## config.mk

```make
export PLATFORM = sky130hd
export DESIGN_NAME = btsl_ctrl
export DESIGN_NICKNAME = d
export VERILOG_FILES = /design/src/hw/rtl/btsl_pkg.sv /design/src/hw/rtl/btsl_ctrl.sv
export SDC_FILE = /design/constraint.sdc
export NUM_CORES = 1
export LEC_CHECK = 0
export ABC_AREA = 1
export BUFFER_PORTS_ARGS = -buffer_cell sky130_fd_sc_hd__buf_2
export CAP_MARGIN = 20
export CELL_PAD_IN_SITES_DETAIL_PLACEMENT = 2
export CELL_PAD_IN_SITES_GLOBAL_PLACEMENT = 2
export CORE_MARGIN = 2
export CORE_UTILIZATION = 16
export DETAILED_ROUTE_END_ITERATION = 16
export PLACE_DENSITY = 0.74
export SYNTH_ARGS = -nofsm -noshare
export SYNTH_HDL_FRONTEND = slang
export SYNTH_SLANG_ARGS = --single-unit
export TNS_END_PERCENT = 100
```

## constraint.sdc

```tcl
create_clock -name clk_i -period 1.2 [get_ports clk_i]
set_input_delay 0.24 -clock clk_i [delete_from_list [all_inputs] [get_ports clk_i]]
set_output_delay 0.24 -clock clk_i [all_outputs]
set_load 0.01 [all_outputs]
```

## src/hw/rtl/btsl_pkg.sv

```systemverilog
// ----------------------------------------------------------------------------
// btsl_pkg
// Types and constants for the bitmap trie sparse lookup.
// ----------------------------------------------------------------------------
`default_nettype none

package btsl_pkg;

  localparam int KeyBits  = 32;
  localparam int NodeBits = 8;

  localparam logic [1:0] OP_LOAD_LEVEL = 2'd0;
  localparam logic [1:0] OP_LOAD_VALUE = 2'd1;
  localparam logic [1:0] OP_LOOKUP     = 2'd2;

  typedef struct packed {
    logic [1:0]  opcode;
    logic [4:0]  level;
    logic [11:0] address;
    logic [7:0]  data;
    logic [31:0] key;
  } in_word_t;

  typedef struct packed {
    logic        found;
    logic [13:0] value_index;
    logic [7:0]  value;
    logic        value_in_range;
  } out_word_t;

  typedef struct packed {
    logic init;
    logic lvl_start;
    logic scan_add;
    logic lvl_next;
    logic res_found;
    logic res_miss;
    logic out_load;
  } ctrl_cmd_t;

  typedef struct packed {
    logic lvl_done;
    logic lvl_bad;
    logic scan_last;
    logic bit_set;
    logic out_free;
  } ctrl_sts_t;

  function automatic logic [3:0] popcount8(input logic [NodeBits-1:0] b);
    logic [3:0] n;
    n = '0;
    for (int i = 0; i < NodeBits; i++) begin
      n = n + {3'b0, b[i]};
    end
    return n;
  endfunction

endpackage

`default_nettype wire

```

## src/hw/rtl/btsl_ctrl.sv

```systemverilog
// ----------------------------------------------------------------------------
// btsl_ctrl
// Lookup sequencer: walks levels, scans bitmap bytes for the rank.
// ----------------------------------------------------------------------------
`default_nettype none

module btsl_ctrl
  import btsl_pkg::*;
(
  input  logic      clk_i,
  input  logic      rst_ni,
  input  logic      in_acc_i,
  input  logic      in_lookup_i,
  input  ctrl_sts_t sts_i,
  output ctrl_cmd_t cmd_o,
  output logic      busy_o
);

  typedef enum logic [2:0] {
    S_IDLE, S_LVL, S_RD, S_EV, S_VRD, S_VEV, S_FIN
  } state_e;

  state_e state_q, state_d;

  always_comb begin
    state_d = state_q;
    cmd_o   = '0;
    unique case (state_q)
      S_IDLE: begin
        if (in_acc_i && in_lookup_i) begin
          cmd_o.init = 1'b1;
          state_d    = S_LVL;
        end
      end
      S_LVL: begin
        if (sts_i.lvl_done) begin
          state_d = S_VRD;
        end else if (sts_i.lvl_bad) begin
          cmd_o.res_miss = 1'b1;
          state_d        = S_FIN;
        end else begin
          cmd_o.lvl_start = 1'b1;
          state_d         = S_RD;
        end
      end
      S_RD: state_d = S_EV;
      S_EV: begin
        if (!sts_i.scan_last) begin
          cmd_o.scan_add = 1'b1;
          state_d        = S_RD;
        end else if (!sts_i.bit_set) begin
          cmd_o.res_miss = 1'b1;
          state_d        = S_FIN;
        end else begin
          cmd_o.lvl_next = 1'b1;
          state_d        = S_LVL;
        end
      end
      S_VRD: state_d = S_VEV;
      S_VEV: begin
        cmd_o.res_found = 1'b1;
        state_d         = S_FIN;
      end
      S_FIN: begin
        if (sts_i.out_free) begin
          cmd_o.out_load = 1'b1;
          state_d        = S_IDLE;
        end
      end
      default: state_d = S_IDLE;
    endcase
  end

  always_ff @(posedge clk_i or negedge rst_ni) begin
    if (!rst_ni) begin
      state_q <= S_IDLE;
    end else begin
      state_q <= state_d;
    end
  end

  assign busy_o = (state_q != S_IDLE);

endmodule

`default_nettype wire

```

==> key figures, run 1 <==
Critical path
  • CP Capture Type: output port
  • Critical Path RT: 960 ps
  • Crit path launch type: flop
  • CP Data Arrival Time: 1170 ps
  • Crit path max fanout: 7
  • Crit Path Category: reg2out

Synth
  • Seq/Total Area, Yosys: 0.2985
  • Post-synthesis cell area: 251.5 sq um
  • Synthesized instance count: 42
  • Synthesized Nets: 51
  • Synth top area share: 0.2985
  • Synth Area per Inst: 5.988 sq um
  • Yosys cell types: 12
  • Top cells by area, synth: dfrtp_1 (30%), nor2_1 (16%), nand3_1 (12%)
  • Largest area contributor in the netlist: dfrtp_1
  • Yosys synthesis warning count: 0
  • Seq cells post-synth: 3

Global routing
  • Initial antenna violation count: 0
  • First-pass GRT wire length: 1697 um
  • GRT Total Usage: 0.1296
  • Remaining Overflow, GRT: 0
  • Largest net degree at the start of global routing: 8
  • Vias in the first global route: 403

Die
  • Die width: 43.65 um
  • # IOs: 17
  • Die height: 43.65 um
  • Die area: 1905 sq um
  • Row count: 14
  • Initial Util: 0.1689
  • Core Area: 1489 sq um

Finish
  • Final nets: 77
  • Max reg flops: 3
  • Most common cell after layout, fill and taps aside: buf_2
  • # diodes: 0
  • Commonest cells after routing, fill and taps aside: buf_2 (15), nor2_1 (10), nand2_1 (5), nand3_1 (5), buf_4 (5)
  • Top flop regs: state_q (3)
  • Top reg by flops: state_q
  • Fin util: 0.3134
  • Share of cells above drive strength 1: 0.5672
  • P&R area growth vs syn: 85.57%
  • Post-route cell area: 466.7 sq um

Clock network
  • Insertion delay to the later sink of the worst-skew pair: 240 ps
  • Root Buffer: clkbuf_4
  • Clock buffer depth: 2
  • Total CTS buffers: 3
  • Worst-path clk slew: 40 ps
  • Clk sinks: 3
  • H-tree level count: 1
  • CTS tree: yes

Pwr
  • Internal power: 552.3 uW
  • Seq pwr share: 0.263
  • Clk pwr share: 0.179
  • Net Sw Power: 529.2 uW
  • Switching Fraction: 0.4893
  • Leakage: 0.0002479 uW
  • Power per cell area: 2317 nW/um^2
  • Total Power: 1082 uW
  • Combinational fraction of design power: 0.558
  • Worst-case vdd ir drop: 0.0008483 V

Detailed routing
  • ANT nets after route: 0
  • WL/cell: 12.70 um
  • DRC errors left: 0
  • Iteration-0 DRC Markers: 2
  • Routed Wire Length: 1054 um
  • Vias/cell: 4.458
  • First drt pass iteration count: 3
  • Via count: 370

Timing
  • Period minus WS final: 1414 ps
  • RSZ-0062 raised after global routing: true
  • PnR worst setup slack: -213.5 ps
  • Achievable Freq: 0.7074 GHz
  • Fin crit share: 1.178
  • Setup Skew: 2.273 ps
  • Fin. max-slew vios: 0
  • Tightest Pin Transition: 196.2 ps
  • Final setup vio count: 8
  • Relative slew margins: 0.8681
  • Hold violation count in the final report: 0

Status
  • Failing checks: negative setup slack
  • Status: finished with violations

Placed design
  • Dpl cell area: 376.6 sq um
  • PortBufs: 16
  • Detailed Place HPWL: 755.2 um
  • Placer's final routability congestion estimate: 0.7850

Job
  • Max Cap Viol: 0

Hold path
  • Hold Crit Class: in2async
[path summary, 6_finish.rpt]
path	from	endpoint	slack [ps]	depth (start not counted)
setup / recovery	state_q[2]	cmd_o[5]	-210	2
hold reg to reg	state_q[1]	state_q[2]	700	3
hold / removal	rst_ni	state_q[1]	330	2
max in group asynchronous	rst_ni	state_q[2]	740	2
min in group clk_i	sts_i[0]	state_q[1]	350	4
setup reg to reg	state_q[1]	state_q[0]	210	5
[stage by stage]
| step | worst slack, ps | std cells | hold slack [ps] | setup TNS (ps) |
|---|---|---|---|---|
| after floorplan | 63.81 | 42 | -55.59 | 0 |
| after global placement | -42.90 | 77 | 38.63 | -54.63 |
| after detailed placement | -35.42 | 77 | 41.31 | -59.65 |
| after CTS | -223.6 | 83 | 318.9 | -1434 |
| after global routing | -281.7 | 83 | 346.1 | -1868 |
| final | -213.5 | 83 | 332.9 | -1308 |
[power groups by stage]
stage | combinational, uW | sequential [uW] | clock, uW
2_1_floorplan | 339 | 207 | 0
6_report | 604 | 284 | 194
3_3_place_gp | 494 | 243 | 0
3_5_place_dp | 501 | 244 | 0
4_1_cts | 582 | 276 | 202
5_1_grt | 678 | 294 | 210
[final cells by class]
class                   count  area, sq um
repair buffers             22        133.9
well taps                  16        20.02
multi-input cells          31        178.9
inverters                   7        28.78
fillers                   192         1022
clock buffers               4        26.28
flip-flops and latches      3        78.83
[cell families (layout without fill, tap and decap cells)]
family,count (synthesis),count (layout),share of synthesized area
DFF,3,3,0.2985
and+or+nand+nor,30,30,0.5323
AOI/OAI and AO/OA,1,1,0.01988
buffers and inverters,8,33,0.1492
[critical path, stage by stage (launching register included)]
cell,delay (ps)
dfrtp_2,480
nor4_2,290
buf_2,170
[cell usage after synthesis]
cell type / count
dfrtp_1: 3
o21ai_0: 1
inv_2: 1
nor3_1: 1
nand3_1: 6
buf_6: 1
nor4_1: 2
nand2_1: 7
nor2_1: 11
inv_1: 6
nor2_2: 1
nand4_1: 2
[metal layers]
layer / vias up / global-route usage / wire length (um)
li1: 185 / - / -
met1: 168 / 0.1298 / 402
met2: 15 / 0.2324 / 563
met3: 2 / 0.02917 / 70
met4: 0 / 0.09091 / 17
met5: - / 0 / 0
[repair_timing]
action | in CTS | in global routing
setup endpoints to repair | 8 | 8
endpoints found under the hold margin | 3 | 0
buffers inserted | 1 | 0
resized for setup | 11 | 4
hold buffers | 1 | 0
pin swaps | 2 | 1
Power figures use the tool's default switching activity.
==> inputs of run 2 (changes only) <==
clock period = 1.55 ns   (was 1.2 ns; I/O delays follow)
==> key figures, run 2 (synthesis gave the netlist of run 1 again) <==
Timing
  • Worst Hold Slack: 398.4 ps
  • Setup Skew: 12.93 ps
  • Fin. max-slew vios: 0
  • Fin crit share: 0.9635
  • Achievable Freq: 0.6696 GHz
  • Relative slew margins: 0.8389
  • PnR worst setup slack: 56.53 ps
  • Period minus WS final: 1493 ps
  • Hold violation count in the final report: 0
  • RSZ-0062 raised after global routing: true
  • Final setup vio count: 0
  • Tightest Pin Transition: 239.5 ps

Detailed routing
  • DRC errors left: 0
  • ANT nets after route: 0
  • Routed Wire Length: 1027 um
  • WL/cell: 12.84 um
  • First drt pass iteration count: 4
  • Iteration-0 DRC Markers: 2
  • Vias/cell: 4.563
  • Via count: 365

Clock network
  • CTS tree: yes
  • Clock buffer depth: 2
  • H-tree level count: 1
  • Total CTS buffers: 3
  • Root Buffer: clkbuf_4
  • Insertion delay to the later sink of the worst-skew pair: 240 ps
  • Worst-path clk slew: 50 ps
  • Clk sinks: 3

Pwr
  • Power per cell area: 1851 nW/um^2
  • Worst-case vdd ir drop: 0.0005718 V
  • Leakage: 0.0002334 uW

Finish
  • Share of cells above drive strength 1: 0.4688
  • Commonest cells after routing, fill and taps aside: buf_2 (16), nor2_1 (9), nand2_1 (6), nand3_1 (6), inv_1 (5)
  • # diodes: 0
  • Final nets: 74
  • Top flop regs: state_q (3)
  • Most common cell after layout, fill and taps aside: buf_2
  • Top reg by flops: state_q
  • Post-route cell area: 415.4 sq um
  • P&R area growth vs syn: 65.17%
  • Max reg flops: 3

Critical path
  • CP Capture Type: output port
  • Crit Path Category: reg2out
  • Buf/Inv on CP: 2
  • Critical Path RT: 1240 ps
  • Crit path to: cmd_o[3]
  • CP Data Arrival Time: 1180 ps
  • Reg-to-reg critical path startpoint: state_q[1]
  • R2R Path End: state_q[0]
  • Setup crit start: state_q[1]
  • Crit path depth: 4
  • R2R Setup Slk: 530 ps
  • Reg2Reg Depth: 5
  • CP Cell Sequence: buf_4 > nand2_1 > nor2_2 > buf_2
  • Crit path launch type: flop
  • Crit-path leading delay family: flip-flops
  • CP max-delay cell: dfrtp_2
  • Crit path max fanout: 5
  • Highest cell delay on the worst timing path: 430 ps

Die
  • Row count: 14
  • Initial Util: 0.1689
  • Core Area: 1489 sq um
  • Die width: 43.65 um
  • Die area: 1905 sq um
  • # IOs: 17
  • Die height: 43.65 um

Placed design
  • Placer's final routability congestion estimate: 0.7972
  • PortBufs: 16
  • Post-Place Worst Slack: 148.5 ps
  • Dpl cell area: 340.3 sq um
  • Detailed Place HPWL: 771.7 um

Global routing
  • Remaining Overflow, GRT: 0
  • Vias in the first global route: 366
  • GRT Total Usage: 0.1244
  • Initial antenna violation count: 0
  • First-pass GRT wire length: 1725 um
  • Largest net degree at the start of global routing: 9

Job
  • Max Cap Viol: 0

Status
  • Status: completed

Hold path
  • Hold Crit Class: in2async
[run 2: what timing repair did]
action | 4_1_cts | 5_1_grt
gates resized for setup | 4 | 5
buffers inserted | 0 | 2
endpoints found under the setup margin | 2 | 4
hold endpoints to repair | 3 | 0
hold buffers | 1 | 0
[run 2: stage by stage]
stage	std cells	power (uW)	setup TNS (ps)	util
6_report	80	768.9	0	0.2790
5_1_grt	80	846.6	-67.55	0.2790
4_1_cts	78	700.4	-2.094	0.2597
3_5_place_dp	73	518.2	0	0.2286
3_3_place_gp	73	514.6	0	0.2286
2_1_floorplan	42	416.8	0	-
[run 2: worst min path at each step]
| stage | startpoint | to | slack, ps | depth (start not counted) |
|---|---|---|---|---|
| 2_1_floorplan | rst_ni | state_q[0] | 10 | 0 |
| 3_3_place_gp | rst_ni | state_q[2] | 110 | 1 |
| 3_5_place_dp | rst_ni | state_q[2] | 110 | 1 |
| 4_1_cts | rst_ni | state_q[0] | 380 | 2 |
| 5_1_grt | rst_ni | state_q[0] | 400 | 2 |
| 6_report | rst_ni | state_q[0] | 400 | 2 |
[run 2: cell type report]
cell class	count	area, sq um
Clock buffer	4	26.28
Timing Repair Buffer	19	105.1
Multi-Input combinational cell	31	157.7
Inverter	7	28.78
Fill cell	188	1074
Sequential cell	3	77.57
Tap cell	16	20.02
[run 2: routing by layer]
| metal | GRT usage | wire length [um] | vias to the layer above |
|---|---|---|---|
| li1 | - | - | 179 |
| met1 | 0.1497 | 430 | 167 |
| met2 | 0.2029 | 529 | 19 |
| met3 | 0.03750 | 67 | 0 |
| met4 | 0.05455 | 0 | 0 |
| met5 | 0 | 0 | - |
[run 2: where the power goes]
part / internal, uW / leakage (uW) / switching [uW]
Combinational: 165 / 0.000184 / 251
Sequential: 126 / 0.0000340 / 83.6
Clock: 96.9 / 0.0000150 / 47.2
Total: 387 / 0.000233 / 381
==> inputs of run 3 (changes only) <==
PLACE_DENSITY = not set   (was 0.74)
PLACE_DENSITY_LB_ADDON = 0.1   (was not set)
SETUP_SLACK_MARGIN = 0.3   (was not set)
==> key figures, run 3 (synthesis gave the netlist of run 1 again) <==
Critical path
  • CP Cell Sequence: buf_4 > nand2_2 > nor2_2 > buf_2
  • Crit path launch type: flop
  • CP max-delay cell: dfrtp_2
  • CP Data Arrival Time: 1180 ps
  • Highest cell delay on the worst timing path: 460 ps
  • CP Capture Type: output port
  • Crit path max fanout: 6
  • Crit Path Category: reg2out
  • Critical Path RT: 1240 ps

Finish
  • Max reg flops: 3
  • P&R area growth vs syn: 114.4%
  • Final nets: 85
  • Fin util: 0.3622
  • Most common cell after layout, fill and taps aside: buf_2
  • # diodes: 0
  • Top reg by flops: state_q
  • Share of cells above drive strength 1: 0.6267
  • Commonest cells after routing, fill and taps aside: buf_2 (16), buf_4 (12), nor2_1 (9)
  • Top flop regs: state_q (3)

Timing
  • Fin crit share: 0.9581
  • Tightest Pin Transition: 229.9 ps
  • Fin Setup TNS: 0 ps
  • Final setup vio count: 0
  • Fin. max-slew vios: 0
  • Relative slew margins: 0.8467
  • Hold violation count in the final report: 0
  • Period minus WS final: 1485 ps
  • RSZ-0062 raised after global routing: true
  • Worst Hold Slack: 383.2 ps
  • Achievable Freq: 0.6734 GHz
  • Setup Skew: 5.867 ps

Status
  • Status: completed

Die
  • Die area: 1905 sq um
  • Die height: 43.65 um
  • # IOs: 17
  • Initial Util: 0.1689
  • Row count: 14
  • Core Area: 1489 sq um
  • Die width: 43.65 um

Detailed routing
  • Iteration-0 DRC Markers: 6
  • Routed Wire Length: 1257 um
  • ANT nets after route: 0
  • First drt pass iteration count: 4
  • Via count: 425
  • Vias/cell: 4.670
  • WL/cell: 13.81 um
  • DRC errors left: 0

Clock network
  • Insertion delay to the later sink of the worst-skew pair: 250 ps
  • Clk sinks: 3
  • H-tree level count: 1
  • Worst-path clk slew: 50 ps
  • Clock buffer depth: 2
  • CTS tree: yes
  • Root Buffer: clkbuf_4
  • Total CTS buffers: 3

Global routing
  • GR Layer Usage met1: 0.1768
  • Largest net degree at the start of global routing: 8
  • Initial antenna violation count: 0
  • Vias in the first global route: 474
  • Remaining Overflow, GRT: 0
  • Grt met2 use: 0.2382
  • Met3 Usage GRT: 0.05833
  • First-pass GRT wire length: 2083 um
  • Busiest grt layer: met2
  • GRT Total Usage: 0.1573

Pwr
  • Leakage: 0.0002935 uW
  • Power per cell area: 1934 nW/um^2
  • Worst-case vdd ir drop: 0.0005079 V

Hold path
  • Hold Crit Class: in2async

Job
  • Max Cap Viol: 0

Placed design
  • PortBufs: 16
  • Placer's final routability congestion estimate: 0.7155
[run 3: worst max-delay path, delay by kind of cell, from the launching register on]
family	cells	cell delay, ps
and+or+nand+nor	2	160
DFF	1	460
buffers and inverters	2	310
[run 3: per-stage QoR]
| stage | worst slack [ps] | power (uW) | area [sq um] | std cells |
|---|---|---|---|---|
| 2_1_floorplan | 343.8 | 422.1 | 257.7 | 42 |
| 3_3_place_gp | 156.2 | 544.1 | 346.6 | 73 |
| 3_5_place_dp | 216.8 | 530.9 | 346.6 | 73 |
| 4_1_cts | 72.51 | 943.2 | 499.2 | 89 |
| 5_1_grt | 3.396 | 1142 | 539.3 | 91 |
| 6_report | 64.89 | 1043 | 539.3 | 91 |
[run 3: what timing repair did]
action	in CTS	in global routing
hold buffers	1	0
setup buffers	11	2
pin swaps	5	2
endpoints found under the setup margin	8	11
endpoints found under the hold margin	3	0
gates resized for setup	13	5
gates cloned	0	0
[run 3: final cells by class]
class	count	area, sq um
Fill cell	192	949.7
Multi-Input combinational cell	31	191.4
Timing Repair Buffer	30	191.4
Sequential cell	3	78.83
Inverter	7	31.28
Clock buffer	4	26.28
Tap cell	16	20.02
[run 3: metal layers]
| metal | wire length [um] | vias up |
|---|---|---|
| met5 | 0 | - |
| met4 | 28 | 0 |
| met3 | 77 | 4 |
| met2 | 658 | 18 |
| met1 | 493 | 201 |
| li1 | - | 202 |
[run 3: worst paths after layout]
kind	start	to	slack, ps	cells past startpoint
worst max-delay path	state_q[1]	cmd_o[3]	60	4
worst min-delay path	rst_ni	state_q[0]	380	2
worst max register to register	state_q[2]	state_q[2]	280	7
worst min register to register	state_q[0]	state_q[0]	740	4
max in group asynchronous	rst_ni	state_q[1]	1040	2
min in group clk_i	in_lookup_i	state_q[0]	440	5
[run 3: power by group]
part | switching [uW] | internal [uW]
Combinational | 321 | 326
Clock | 54.7 | 97.4
Sequential | 115 | 128
Total | 491 | 552
